## src/rtl/sdt_pkg.sv

```systemverilog
// Shared types and constants of the sky dome texture coordinate block.
// Used by every other file of the block; depends on nothing.
package sdt_pkg;

    localparam int POS_W    = 24;
    localparam int DIFF_W   = 25;
    localparam int DZ_W     = 27;
    localparam int SQ_W     = 52;
    localparam int ROOT_IN_W = 60;
    localparam int LEN_W    = 30;
    localparam int SCROLL_W = 15;
    localparam int OUT_W    = 15;
    localparam int NUM_W    = 47;
    localparam int DEN_W    = 33;
    localparam int REM_W    = 49;
    localparam int QUO_W    = 15;
    localparam int KD_W     = 21;
    localparam int CFG_IDX_W = 8;

    localparam int SQRT_STEPS = ROOT_IN_W / 2;

    // 8 * 12096 * 16: the dome constant 378 in the fixed point of the quotient.
    localparam logic [KD_W-1:0] DOME_K = KD_W'(1548288);

    localparam logic signed [OUT_W-1:0] OUT_MAX = OUT_W'(16383);
    localparam logic signed [OUT_W-1:0] OUT_MIN = -OUT_W'(16384);

    typedef enum logic [CFG_IDX_W-1:0] {
        REG_EYE_X  = 8'd0,
        REG_EYE_Y  = 8'd1,
        REG_EYE_Z  = 8'd2,
        REG_SCROLL = 8'd3
    } sdt_reg_t;

    typedef struct packed {
        logic signed [DIFF_W-1:0] dx;
        logic signed [DIFF_W-1:0] dy;
        logic                     zero;
    } sdt_side_t;

    typedef struct packed {
        logic [ROOT_IN_W-1:0] rem;
        logic [ROOT_IN_W-1:0] res;
        sdt_side_t            side;
    } sdt_root_t;

    typedef struct packed {
        logic [REM_W-1:0] rem;
        logic [DEN_W-1:0] den;
        logic [QUO_W-1:0] quo;
        logic             neg;
        logic             zero;
        logic             sat;
    } sdt_div_t;

endpackage

```

## src/rtl/sdt_sq.sv

```systemverilog
// Front stages: eye-relative direction, squares and squared length (three stages).
// Depends on sdt_pkg.
module sdt_sq (
    input  logic                                clk,
    input  logic                                rst_n,
    input  logic                                adv,
    input  logic                                in_valid,
    input  logic signed [sdt_pkg::POS_W-1:0]    px,
    input  logic signed [sdt_pkg::POS_W-1:0]    py,
    input  logic signed [sdt_pkg::POS_W-1:0]    pz,
    input  logic signed [sdt_pkg::POS_W-1:0]    ex,
    input  logic signed [sdt_pkg::POS_W-1:0]    ey,
    input  logic signed [sdt_pkg::POS_W-1:0]    ez,
    output logic                                out_valid,
    output logic [sdt_pkg::SQ_W-1:0]            q,
    output logic signed [sdt_pkg::DIFF_W-1:0]   dx,
    output logic signed [sdt_pkg::DIFF_W-1:0]   dy
);
    localparam int DW = sdt_pkg::DIFF_W;
    localparam int ZW = sdt_pkg::DZ_W;

    logic [2:0]           v_reg;
    logic signed [DW-1:0] dx1_reg, dy1_reg, dx2_reg, dy2_reg, dx3_reg, dy3_reg;
    logic signed [ZW-1:0] dz1_reg;
    logic [2*DW-1:0]      sqx_reg, sqy_reg;
    logic [sdt_pkg::SQ_W-1:0] sqz_reg, q_reg;

    logic signed [DW-1:0] dx1_next, dy1_next, dz_diff;
    logic signed [ZW-1:0] dz1_next;
    logic [DW-1:0]        ax, ay;
    logic [ZW-2:0]        az;
    logic signed [ZW-1:0] dz_abs;

    always_comb
    begin
        dx1_next = DW'(px) - DW'(ex);
        dy1_next = DW'(py) - DW'(ey);
        dz_diff  = DW'(pz) - DW'(ez);
        dz1_next = (ZW'(dz_diff) <<< 1) + ZW'(dz_diff);
        ax = dx1_reg[DW-1] ? DW'(-dx1_reg) : DW'(dx1_reg);
        ay = dy1_reg[DW-1] ? DW'(-dy1_reg) : DW'(dy1_reg);
        dz_abs = dz1_reg[ZW-1] ? -dz1_reg : dz1_reg;
        az = dz_abs[ZW-2:0];
    end

    always_ff @(posedge clk or negedge rst_n)
    begin
        if (!rst_n)
        begin
            v_reg <= '0;
        end
        else if (adv)
        begin
            v_reg <= {v_reg[1:0], in_valid};
        end
    end

    always_ff @(posedge clk)
    begin
        if (adv)
        begin
            dx1_reg <= dx1_next;
            dy1_reg <= dy1_next;
            dz1_reg <= dz1_next;
            sqx_reg <= ax * ax;
            sqy_reg <= ay * ay;
            sqz_reg <= az * az;
            dx2_reg <= dx1_reg;
            dy2_reg <= dy1_reg;
            q_reg   <= sdt_pkg::SQ_W'(sqx_reg) + sdt_pkg::SQ_W'(sqy_reg) + sqz_reg;
            dx3_reg <= dx2_reg;
            dy3_reg <= dy2_reg;
        end
    end

    assign out_valid = v_reg[2];
    assign q  = q_reg;
    assign dx = dx3_reg;
    assign dy = dy3_reg;
endmodule

```

## config.mk

```make
export PLATFORM = sky130hd
export DESIGN_NAME = sdt_sq
export DESIGN_NICKNAME = d
export VERILOG_FILES = /design/src/rtl/sdt_pkg.sv /design/src/rtl/sdt_sq.sv
export SDC_FILE = /design/constraint.sdc
export NUM_CORES = 2
export LEC_CHECK = 0
export CAP_MARGIN = 40
export CORE_MARGIN = 3
export CORE_UTILIZATION = 35
export DETAILED_ROUTE_END_ITERATION = 8
export DONT_BUFFER_PORTS = 1
export GPL_ROUTABILITY_DRIVEN = 1
export SYNTH_ARGS = -nofsm -noshare
export SYNTH_HDL_FRONTEND = slang
export SYNTH_SLANG_ARGS = --single-unit
```

## constraint.sdc

```tcl
create_clock -name clk -period 11.9 [get_ports clk]
set_clock_uncertainty 0.2 [all_clocks]
set_input_delay 0.595 -clock clk [delete_from_list [all_inputs] [get_ports clk]]
set_output_delay 0.595 -clock clk [all_outputs]
set_load 0.01 [all_outputs]
```

After elaboration in Yosys (flattened, before gate mapping)
Index checks and enable logic that the tools add are counted.
{"block": "totals", "mem_bits_ro": 0, "in_bits": 148, "elab_cells": 27, "regBits": 384, "latchBits": 0, "n_memories": 0, "out_inout_bits": 103, "ramBits": 0}
{"block": "op_classes", "bitwise": 0, "eq_ne": 0, "reduce_logical": 0, "n_addsub": 9, "n_lt_le_gt_ge": 0, "div": 0, "shift": 0, "n_mul": 3, "muxes": 3}
{"operator": "$mul 25x25->50", "count": 2}
{"operator": "$sub 24x24->25", "count": 3}
{"operator": "$add 51x52->52", "count": 1}
{"operator": "$mul 26x26->52", "count": 1}
{"operator": "$add 50x50->51", "count": 1}
{"operator": "$mux 25", "count": 2}
{"operator": "$neg 25->25", "count": 2}
{"operator": "$add 26x25->27", "count": 1}
{"operator": "$mux 26", "count": 1}
{"operator": "$neg 26->26", "count": 1}

Depth between registers and ports, before layout
{"block": "depth", "ltp_word": 3, "ltp_mapped": 38, "depth_no_buf": 35}

Least setup slack after synthesis
No wires, ideal clock.
{"block": "synth_timing", "path_kind": "register to register", "start": "register dx1_reg[0]", "end": "register sqx_reg[48] (data pin)", "t_required_ps": 11442, "setup_slack_ps": 2215, "path_buffers": 4, "period_less_slack_ps": 9685, "setup_time_ps": 258, "path_stages_with_launch": 37, "t_arrival_ps": 9227, "path_cell_list": "edfxtp_1 > clkbuf_1 > inv_1 > clkbuf_1 > ha_1 > nand2b_1 > or3_1 > or2_1 > or4_4 > o41a_1 > xor2_1 > clkbuf_1 > nand2_1 > fa_1 > inv_1 > fa_1 > fa_1 > inv_1 > fa_1 > inv_1 > fa_1 > inv_1 > fa_1 > inv_1 > fa_1 > ha_1 > clkbuf_1 > a21o_1 > a21o_1 > a21oi_1 > o21ai_0 > a221o_1 > a41oi_1 > o21ai_0 > a2111o_1 > a21oi_1 > xnor2_1"}
{"block": "synth_between", "elab_chain_cells": 3}
{"item": "start: declaration", "line_no": "sdt_sq.sv:23", "source": "logic signed [DW-1:0] dx1_reg, dy1_reg, dx2_reg, dy2_reg, dx3_reg, dy3_reg;"}
{"item": "start signal: assignment", "line_no": "sdt_sq.sv:62", "source": "dx1_reg <= dx1_next;"}
{"item": "$neg 25->25", "line_no": "sdt_sq.sv:40", "source": "ax = dx1_reg[DW-1] ? DW'(-dx1_reg) : DW'(dx1_reg);"}
{"item": "$mux 25 (*)", "line_no": "sdt_sq.sv:40"}
{"item": "$mul 25x25->50 (*)", "line_no": "sdt_sq.sv:65", "source": "sqx_reg <= ax * ax;"}
{"item": "end signal: assignment", "line_no": "sdt_sq.sv:65"}
{"item": "end: declaration", "line_no": "sdt_sq.sv:25", "source": "logic [2*DW-1:0] sqx_reg, sqy_reg;"}
Every way passes the cells marked *; elsewhere a longest branch is shown, timed or not.
A chain may end at the register's enable or synchronous reset.

Worst setup path after layout
{"block": "layout_timing", "start": "register dx1_reg[0]", "end": "register sqx_reg[49] (data pin)"}
The elaborated chain is that of the path after synthesis.

==> run metrics <==
main combinational cell family by area after synthesis adder cells; share of flip-flops with an asynchronous set or reset 0.792%; pre-CTS setup slack 1300 ps; antenna viol nets, final 0; fin crit share approximately nine tenths; vias in the first global route 56100; initial antenna violation count 8; worst r2r src dx1_reg[0]; Placer Congestion 0.942; PnR worst setup slack 1240 ps; Synth top cells by count 2173 x inv_1, 1503 x fa_1, 695 x ha_1; top post-synthesis cells by area fa_1 40%, edfxtp_1 15%, ha_1 12%; Setup TNS 0 ps; Yosys top cell by area fa_1; Hold Path Cell Cnt 2; xor-xnor portion of the synthesized cell area 4.32%; Syn Area/Cell 9.64 µm²; CTS Buf Count 48; grt ovf 0; hold crit path type primary input to flop; EDFF count, synth 376; Final min period between 10000 and 15000 ps; root buf cell clkbuf_16; Clock Path Buffers 3; worst reg2reg setup slack 1240 ps; most used cell, CP inv_1; R2R cell count 35; most numerous cell in the Yosys netlist inv_1; Crit Path Category flop to flop; Setup Fix Bufs, Post-CTS 0; share of cells above drive strength 1 3.25%; core area 211000 µm²; DRT Pass-1 Iters 5; WP data required between 10000 and 15000 ps; cts repair resizes 0; Yosys top cell area share 40.3%; Post-Syn Area 74700 µm²; CP Capture Type flop; Layout Utilization approximately two fifths; Slew Limit Fails 0; Worst Path Max Fanout 22; Critical path origin dx1_reg[0]; 1st-iter DRT viols 3475; Die Y about 470 µm; via count 52000; # DRC 0; hold path startpoint ey[0]; Top-Level Pins 251; Achievable Freq 93.8 MHz; full die area between 200000 and 250000 µm²; die width 468 µm; DR WL/cell ~19 µm; Slew headroom 0.203%; Synth Area in Simple Gates 8.87%; row cnt 168; crit path DAT ~11000 ps; worst skew pair latency between 600 and 700 ps; Syn. warnings 0; Worst path max stage delay around 590 ps; number of hold violations in the final report 0; Final setup viols 0; initial core utilization 35.4%; unrepaired setup endpoints after global routing false; critical path startpoint category flop; # H-tree levels 2; FF+latch count, synth 379; top_reg_cell synth edfxtp_1; vias per cell about 5; CTS tree built; worst r2r dst sqx_reg[49]; Cell variety after synth 79; Largest register FFs 52; pin count of the biggest net entering global routing 350; Final nets 10100; PortBufs 0; Post-Synthesis Cells between 7000 and 8000; MaxCap Viol Count 0; status finished clean; detailed placement HPWL approximately 170 mm; first-pass GRT wire length 317 mm; Synth Area in Compound Gates 7.62%; Clock Sinks 379; sequential share of the synthesized area 15.2%; Crit-path slowest cell edfxtp_1; DRT Wirelength 201 mm; mux contribution to synthesized area 0.102%; all-layer global routing usage 18.7%; synthesis-to-layout area growth 7.75%; hold endpoint dy1_reg[0]; Post-Synth Adder-Cell Area 51.9%; Worst-path clk slew 60 ps; Worst Tran Pin Value 1500 ps
worst max-delay path by stage:
stage | end | slack, ps | cells past startpoint
2_1_floorplan | sqx_reg[48] | 2220 | 36
3_3_place_gp | sqx_reg[48] | 1420 | 35
3_5_place_dp | sqx_reg[48] | 1300 | 35
4_1_cts | sqx_reg[49] | 1320 | 32
5_1_grt | sqx_reg[49] | 700 | 32
6_report | sqx_reg[49] | 1240 | 35
worst max-delay path, delay by kind of cell (launching register included):
kind,cells,cell delay [ps]
adders and majority gates,9,4060
DFF,1,590
buffers and inverters,11,1320
xor gates and xnor gates,2,650
and+or+nand+nor,6,1480
AOI/OAI and AO/OA,7,2130
layout by cell type (no fill, tap or decap), drive strengths merged, types with 125 or more instances in the layout:
cell type,n
inv,2191
fa,1503
ha,695
nand2,684
nor2,544
edfxtp,376
a21oi,258
xnor2,237
a21o,170
o21ai,165
xor2,125
final cells by class:
class / count / area (µm²)
multi-input combinational: 5039 / 54600
clock inverter: 39 / 477
fill: 21000 / 130000
inverter: 2195 / 8250
antenna: 2 / 5.00
timing repair buffer: 120 / 1000
tap: 2805 / 3510
clock buffer: 51 / 1230
sequential: 379 / 11400
repair_timing:
item / CTS / global route
endpoints found under the hold margin: 36 / 0
hold buffers: 5 / 0
setup endpoints to repair: 0 / 0
metal layers:
metal | wire (µm) | global-route usage [%] | vias up
met1 | 85100 | 25.0 | 26600
met5 | 19 | 0 | -
li1 | - | - | 23600
met2 | 94400 | 30.5 | 1550
met3 | 14400 | 3.46 | 299
met4 | 7540 | 6.38 | 2
cells by family (layout without fill, tap and decap cells):
kind of cell    count (synthesis)  in the layout
compound gates                883            883
fa+ha+maj                    2198           2198
buf+inv                      2369           2405
simple gates                 1550           1550
flops                         379            379
mux                             7              7
other cells                     2             41
xor+xnor                      362            362
through the flow:
step,cell area [µm²],hold WS [ps],cells
finish,80500,68.2,10600
global route,80500,33.6,10600
CTS,80500,12.4,10600
detailed placement,78700,99.5,10500
global placement,78500,99.5,10500
floorplan,74800,99.4,7787
Power is left out: the tool's default activity adds up to more than one toggle a clock period on the data nets, which glitch-free logic cannot reach.
