<file path="config.mk">
export PLATFORM = sky130hd
export DESIGN_NAME = sdt_div
export DESIGN_NICKNAME = d
export VERILOG_FILES = /design/src/rtl/sdt_pkg.sv /design/src/rtl/sdt_div.sv
export SDC_FILE = /design/constraint.sdc
export NUM_CORES = 2
export LEC_CHECK = 0
export BUFFER_PORTS_ARGS = -buffer_cell sky130_fd_sc_hd__buf_2
export CORE_ASPECT_RATIO = 1.25
export CORE_MARGIN = 1.5
export CORE_UTILIZATION = 30
export CTS_CLUSTER_SIZE = 25
export DETAILED_ROUTE_END_ITERATION = 8
export PLACE_DENSITY = 0.46
export SYNTH_ARGS = -nofsm -noshare
export SYNTH_HDL_FRONTEND = slang
export SYNTH_SLANG_ARGS = --single-unit
</file>
<file path="constraint.sdc">
create_clock -name clk -period 6.4 [get_ports clk]
set_clock_uncertainty 0.15 [all_clocks]
set_input_delay 1.28 -clock clk [delete_from_list [all_inputs] [get_ports clk]]
set_output_delay 1.28 -clock clk [all_outputs]
set_load 0.03 [all_outputs]
</file>
<file path="src/rtl/sdt_pkg.sv">
// Shared types and constants of the sky dome texture coordinate block.
// Used by every other file of the block; depends on nothing.
package sdt_pkg;

    localparam int POS_W    = 24;
    localparam int DIFF_W   = 25;
    localparam int DZ_W     = 27;
    localparam int SQ_W     = 52;
    localparam int ROOT_IN_W = 60;
    localparam int LEN_W    = 30;
    localparam int SCROLL_W = 15;
    localparam int OUT_W    = 15;
    localparam int NUM_W    = 47;
    localparam int DEN_W    = 33;
    localparam int REM_W    = 49;
    localparam int QUO_W    = 15;
    localparam int KD_W     = 21;
    localparam int CFG_IDX_W = 8;

    localparam int SQRT_STEPS = ROOT_IN_W / 2;

    // 8 * 12096 * 16: the dome constant 378 in the fixed point of the quotient.
    localparam logic [KD_W-1:0] DOME_K = KD_W'(1548288);

    localparam logic signed [OUT_W-1:0] OUT_MAX = OUT_W'(16383);
    localparam logic signed [OUT_W-1:0] OUT_MIN = -OUT_W'(16384);

    typedef enum logic [CFG_IDX_W-1:0] {
        REG_EYE_X  = 8'd0,
        REG_EYE_Y  = 8'd1,
        REG_EYE_Z  = 8'd2,
        REG_SCROLL = 8'd3
    } sdt_reg_t;

    typedef struct packed {
        logic signed [DIFF_W-1:0] dx;
        logic signed [DIFF_W-1:0] dy;
        logic                     zero;
    } sdt_side_t;

    typedef struct packed {
        logic [ROOT_IN_W-1:0] rem;
        logic [ROOT_IN_W-1:0] res;
        sdt_side_t            side;
    } sdt_root_t;

    typedef struct packed {
        logic [REM_W-1:0] rem;
        logic [DEN_W-1:0] den;
        logic [QUO_W-1:0] quo;
        logic             neg;
        logic             zero;
        logic             sat;
    } sdt_div_t;

endpackage

</file>
<file path="src/rtl/sdt_div.sv">
// Pipelined restoring divider with round-to-nearest and output clamp, one bit a stage.
// Depends on sdt_pkg.
module sdt_div (
    input  logic                               clk,
    input  logic                               rst_n,
    input  logic                               adv,
    input  logic                               in_valid,
    input  logic signed [sdt_pkg::NUM_W-1:0]   num,
    input  logic [sdt_pkg::LEN_W-1:0]          len,
    input  logic                               zero,
    output logic                               out_valid,
    output logic signed [sdt_pkg::OUT_W-1:0]   result,
    output logic                               out_zero
);
    localparam int QW = sdt_pkg::QUO_W;
    localparam int RW = sdt_pkg::REM_W;
    // Entry stage, overflow check, one stage per quotient bit.
    localparam int N  = QW + 2;

    sdt_pkg::sdt_div_t st_reg  [N];
    sdt_pkg::sdt_div_t st_next [N];
    logic [N:0]        v_reg;
    logic signed [sdt_pkg::OUT_W-1:0] res_reg, res_next;
    logic              zero_reg;

    always_comb
    begin
        sdt_pkg::sdt_div_t   cur;
        logic [RW-1:0]       dsh;
        logic [sdt_pkg::NUM_W-1:0] mag;
        mag = num[sdt_pkg::NUM_W-1] ? sdt_pkg::NUM_W'(-num) : sdt_pkg::NUM_W'(num);
        // Entry: magnitude plus half the divisor gives rounding to nearest, ties away.
        st_next[0].rem  = RW'(mag) + (RW'(len) << 2);
        st_next[0].den  = sdt_pkg::DEN_W'(len) << 3;
        st_next[0].quo  = '0;
        st_next[0].neg  = num[sdt_pkg::NUM_W-1];
        st_next[0].zero = zero;
        st_next[0].sat  = 1'b0;
        cur = st_reg[0];
        st_next[1] = cur;
        st_next[1].sat = cur.rem >= (RW'(cur.den) << QW);
        for (int i = 2; i < N; i++)
        begin
            cur = st_reg[i-1];
            dsh = RW'(cur.den) << (N - 1 - i);
            st_next[i] = cur;
            if (cur.rem >= dsh)
            begin
                st_next[i].rem = cur.rem - dsh;
                st_next[i].quo = {cur.quo[QW-2:0], 1'b1};
            end
            else
            begin
                st_next[i].quo = {cur.quo[QW-2:0], 1'b0};
            end
        end
        cur = st_reg[N-1];
        if (cur.zero)
        begin
            res_next = '0;
        end
        else if (!cur.neg)
        begin
            res_next = (cur.sat || cur.quo > QW'(16383)) ? sdt_pkg::OUT_MAX
                                                           : sdt_pkg::OUT_W'(cur.quo);
        end
        else
        begin
            res_next = (cur.sat || cur.quo > QW'(16384)) ? sdt_pkg::OUT_MIN
                                                           : sdt_pkg::OUT_W'(-cur.quo);
        end
    end

    always_ff @(posedge clk or negedge rst_n)
    begin
        if (!rst_n)
        begin
            v_reg <= '0;
        end
        else if (adv)
        begin
            v_reg <= {v_reg[N-1:0], in_valid};
        end
    end

    always_ff @(posedge clk)
    begin
        if (adv)
        begin
            for (int i = 0; i < N; i++)
            begin
                st_reg[i] <= st_next[i];
            end
            res_reg  <= res_next;
            zero_reg <= st_reg[N-1].zero;
        end
    end

    assign out_valid = v_reg[N];
    assign result    = res_reg;
    assign out_zero  = zero_reg;
endmodule
</file>
## Word-level counts from Yosys, hierarchy flattened

Memories as Yosys holds them, arrays and structs flattened.
Index checks and enable logic that the tools add are counted.

| cells by class | value |
|---|---|
| add/sub/neg operators | 18 |
| magnitude comparators | 18 |
| mux-type cells | 36 |
| reduce and logical (&&, ||, !) cells | 2 |

Operators by type and width:

| kind | count |
|---|---|
| 49-bit 2-to-1 mux | 15 |
| 49-bit by 33-bit >= comparator with 1-bit output | 1 |
| 49-bit by 34-bit >= comparator with 1-bit output | 1 |
| 49-bit by 35-bit >= comparator with 1-bit output | 1 |
| 49-bit by 36-bit >= comparator with 1-bit output | 1 |
| 49-bit by 37-bit >= comparator with 1-bit output | 1 |
| 49-bit by 38-bit >= comparator with 1-bit output | 1 |
| 49-bit by 39-bit >= comparator with 1-bit output | 1 |
| 49-bit by 40-bit >= comparator with 1-bit output | 1 |
| 49-bit by 41-bit >= comparator with 1-bit output | 1 |
| 49-bit by 42-bit >= comparator with 1-bit output | 1 |
| 49-bit by 43-bit >= comparator with 1-bit output | 1 |
| 49-bit by 44-bit >= comparator with 1-bit output | 1 |
| 49-bit by 45-bit >= comparator with 1-bit output | 1 |
| 49-bit by 46-bit >= comparator with 1-bit output | 1 |
| 49-bit by 47-bit >= comparator with 1-bit output | 1 |
| 49-bit by 48-bit >= comparator with 1-bit output | 1 |
| 49-bit by 33-bit subtractor with 49-bit output | 1 |
| 49-bit by 34-bit subtractor with 49-bit output | 1 |
| 49-bit by 35-bit subtractor with 49-bit output | 1 |
| 49-bit by 36-bit subtractor with 49-bit output | 1 |
| 49-bit by 37-bit subtractor with 49-bit output | 1 |
| 49-bit by 38-bit subtractor with 49-bit output | 1 |
| 49-bit by 39-bit subtractor with 49-bit output | 1 |
| 17 further kinds | 36 |

| word-level totals | value |
|---|---|
| register bits | 34 |
| memory bits (writable) | 1700 |
| logic and storage cells | 78 |
| memories kept | 1 |

Memory list:

| memory | depth | width | read ports | clocked after memory_dff | write ports | RTL line | source |
|---|---|---|---|---|---|---|---|
| st_reg | 17 | 100 | 17 | 0 | 17 | sdt_div.sv:20 | `sdt_pkg::sdt_div_t st_reg [N];` |

## Logic depth before layout (Yosys ltp)

An unclocked memory read counts as a cell.

| logic depth | value |
|---|---|
| depth in word-level cells | 5 |
| gate-level depth with buffers | 18 |
| gate-level depth less buffers | 18 |

## Worst setup path after synthesis

OpenSTA, ideal clock, no wires.

| timing | value |
|---|---|
| kind | in2reg |
| start point | in num[8] (netlist name) |
| end point | mem st_reg[0][93] (netlist name), data pin |
| setup time | 271 ps |
| arrival | 4745 ps |
| path slack | 1234 ps |
| stages on the path | 16 |
| cells stage by stage | or4_4 > or3_1 > nand2b_1 > o41ai_1 > xnor2_1 > ha_1 > clkbuf_1 > a21o_1 > a21o_1 > a21oi_1 > o22ai_1 > a211o_1 > a21oi_1 > nand2b_1 > nor4_1 > xor2_1 |

RTL lines:

| element | RTL line | source |
|---|---|---|
| start: declaration | sdt_div.sv:8 | `input logic signed [sdt_pkg::NUM_W-1:0] num,` |
| end: declaration | sdt_div.sv:20 |  |

==> results.md <==
* CP required at 6.77 ns
* Final period util at between 70% and 80%
* Setup TNS at 0 ns
* Total power at between 30 and 40 mW
* Area after DPL at 0.0840 sq mm
* Initial antenna violation count at 2
* Worst path arrival time at ~5.4 ns
* Die area at approximately 0.27 sq mm
* Net count, final at around 7700
* Async set or reset register ratio after synthesis at 1.23%
* Syn-to-layout area delta at 13.3%
* Synth warn at 0
* Boundary Pins at 99
* Vias in the first global route at 53900
* Worst-Margin Slew at between 1 and 1.5 ns
* Placement Setup Slack at 0.590 ns
* Clk sinks at between 1000 and 1500
* Register Area at approximately 0.044 sq mm
* Crit Path Class: flop to flop
* Initial cell density of the core at a little over 30%
* Worst r2r src: st_reg[0][1276]
* Fin crit period at 5.06 ns
* Drt wl/cell at 16.9 um
* Largest net degree at the start of global routing at roughly 130
* H-tree depth at 4
* Hold Violations, Final at 0
* Status: finished clean
* Layout cells sized above 1 at around 7.3%
* Slew headroom at 9.06%
* RePlAce Congestion at 0.925
* Drt first pass iters at 6
* Switching share of power at 33.8%
* Largest register FFs at about 1400
* Placed Cells at 10400
* Crit Reg-Reg Endpoint: st_reg[0][1395]
* Tightest Hold Check Type: flop to flop
* Clock Latency Late Sink at between 0.8 and 0.9 ns
* Hold-critical path depth at 0
* Clock Tree Buf Depth at 3
* Antenna viol nets, final at 0
* Post-Syn Nets at 7509
* Clock root buffer: clkbuf_16
* Max-Cap Viols at 0
* Die Ht at 576 um
* Final Non-Filler Cells at 10700
* Vias per Instance at roughly 4.8
* Max rail drop VDD at around 0.30 mV
* Clk pin slew, worst setup/hold paths at 0.06 ns
* Yosys cell types at 88
* Dpl hpwl at between 100 and 150 mm
* Reg2Reg Setup Slack at ~1.3 ns
* Post-synth EDFFs at roughly 1400
* Register area share after synthesis at 55.7%
* Power Density at 418 mW/mm^2
* F_max at roughly 0.2 GHz
* Gr usage total at a little over an eighth
* Area occupied by multi-input gates at roughly 0.032 sq mm
* Top FF cell, synth: edfxtp_1
* FF+latch count, synth at ~1500
* Synth Instances at approximately 6900
* Chip width at about 460 um
* Fin area at 0.0894 sq mm
* Max Slew Vio Count at 0
* Total CTS buffers at ~170
* Core outline area at roughly 0.26 sq mm
* Fill count at ~26000
* PostCTS Resize Cnt at 0
* Startpoint Class: flop
* Average size of a mapped cell at 11.4 sq um
* Cell area after synthesis at between 0.07 and 0.08 sq mm
* 1st-iter DRT viols at approximately 2100
* Pint at ~25 mW
* Sw power at approximately 13 mW
* Comb pwr share at 35.8%
* Clock share of power at about a quarter
* First-pass GRT wire length at roughly 280 mm
* Worst Setup EP: st_reg[0][1395]
* Final-report setup violation count at 0
* Via count at 51500
* Leak at around 34 nW
* CTS hold repair buffers at 0
* CP Max Fanout at 7
* # DRC at 0
* Unrepaired setup endpoints after global routing: false
* CP Launch Point: st_reg[0][1276]
* Critical Path End Type: flop
* Port bufs at between 90 and 100
* Final wirelength at between 150 and 200 mm
* Post-route setup slack at 1.34 ns
* Sequential Power Share at ~39%
* Grt ovf at 0
* Post-CTS Repair Setup Buffers at 0
* FF-to-FF path depth at 13
* # rows at between 200 and 250
* CTS tree: done
[layout make-up]
class / count / area share (%)
Sequential cell: 1466 / 49.1
Multi-Input combinational cell: 4662 / 36.0
Clock buffer: 203 / 4.95
Tap cell: 3498 / 4.89
Inverter: 606 / 2.54
Timing Repair Buffer: 161 / 1.30
Clock inverter: 106 / 1.17
Antenna cell: 1 / 0.00280
[stage by stage]
step / hold slack [ns] / util, %
6_report: 0.259 / 34.2
5_1_grt: 0.244 / 34.2
4_1_cts: 0.182 / 34.2
3_5_place_dp: 0.255 / 32.1
3_3_place_gp: 0.251 / 32.1
2_1_floorplan: 0.250 / -
[routing by layer]
layer / GRT usage [%] / part of all wire [%] / vias up
met5: 0 / 0 / -
met2: 26.4 / 54 / 856
met3: 1.81 / 2.5 / 592
met4: 11.4 / 9.4 / 0
li1: - / - / 25900
met1: 11.6 / 34 / 24100
[cells in the mapped netlist (25+ instances only)]
master | count | share of area (%)
ha_1 | 520 | 8.2
nand4_1 | 95 | 0.75
clkbuf_1 | 147 | 0.70
xnor2_1 | 307 | 3.4
a31oi_1 | 56 | 0.44
nand3_1 | 97 | 0.62
nor4_1 | 78 | 0.62
a21oi_1 | 492 | 3.1
inv_1 | 600 | 2.9
o31ai_1 | 68 | 0.65
nor3_1 | 128 | 0.81
o21ai_1 | 32 | 0.20
nand2b_1 | 78 | 0.62
a211oi_1 | 41 | 0.39
and3_1 | 43 | 0.34
xor2_1 | 232 | 2.6
or3_1 | 61 | 0.48
nor2b_1 | 74 | 0.59
o21ai_0 | 435 | 2.8
o21a_1 | 79 | 0.75
nor2_1 | 397 | 1.9
nand2_1 | 525 | 2.5
edfxtp_1 | 1448 | 55
and2_1 | 25 | 0.20
mux2_2 | 60 | 0.86
or4_1 | 32 | 0.30
o21bai_1 | 42 | 0.40
a21o_1 | 276 | 2.6
o211ai_1 | 39 | 0.37
[layout by cell type, fill, tap and decap left out, types with 42 or more instances in the layout]
| cell | synthesis | layout |
|---|---|---|
| o21a_1 | 79 | 79 |
| buf_4 | 0 | 48 |
| nor2_1 | 397 | 396 |
| nand2b_1 | 78 | 78 |
| nand2_1 | 525 | 525 |
| or3_1 | 61 | 61 |
| a21o_1 | 276 | 276 |
| nor4_1 | 78 | 76 |
| o21ai_0 | 435 | 435 |
| edfxtp_1 | 1448 | 1448 |
| o31ai_1 | 68 | 68 |
| nor3_1 | 128 | 128 |
| a31oi_1 | 56 | 54 |
| ha_1 | 520 | 520 |
| inv_1 | 600 | 600 |
| xor2_1 | 232 | 232 |
| nor2b_1 | 74 | 74 |
| clkbuf_16 | 0 | 172 |
| buf_2 | 4 | 97 |
| mux2_2 | 60 | 60 |
| and3_1 | 43 | 43 |
| o21bai_1 | 42 | 42 |
| a21oi_1 | 492 | 490 |
| nand4_1 | 95 | 95 |
| xnor2_1 | 307 | 307 |
| nand3_1 | 97 | 97 |
[power groups by stage]
stage | combinational, mW | sequential (mW) | clock, mW
6_report | 13.4 | 14.5 | 9.48
5_1_grt | 14.9 | 14.8 | 10.2
4_1_cts | 13.4 | 14.5 | 9.86
3_5_place_dp | 13.3 | 14.7 | 0
3_3_place_gp | 13.1 | 14.7 | 0
2_1_floorplan | 10.1 | 14.3 | 0
[worst max-delay path: stages, from the launching register on]
cell and delay [ns]:
edfxtp_1 0.39, ha_1 0.29, buf_4 0.17, nand2_1 0.31, nor4_1 0.86, nand4_1 0.62
nand4b_1 0.38, a21o_1 0.15, a21oi_4 0.04, a2111oi_0 0.65, buf_4 0.23, nand2b_1 0.11
nor4_1 0.31, xor2_1 0.11
[worst min path at each step]
stage                    start         endpoint  slack, ns
6_report       st_reg[0][1306]  st_reg[0][1407]       0.26
3_3_place_gp    st_reg[0][804]   st_reg[0][905]       0.25
4_1_cts                  rst_n         v_reg[0]       0.18
5_1_grt                  rst_n         v_reg[0]       0.24
3_5_place_dp   st_reg[0][1106]  st_reg[0][1207]       0.25
2_1_floorplan   st_reg[0][900]  st_reg[0][1000]       0.25
[logic make-up (layout without fill, tap and decap cells)]
group	after synthesis	in the layout	share of synthesized area, %
fa+ha+maj	535	535	8.63
mux	79	79	1.12
other cells	1	2	0.00475
simple gates	1727	1727	10.7
flops	1466	1466	55.7
buf+inv	764	1076	3.65
compound gates	1781	1781	14.2
xor+xnor	539	539	5.98
(Power assumes the default switching activity.)
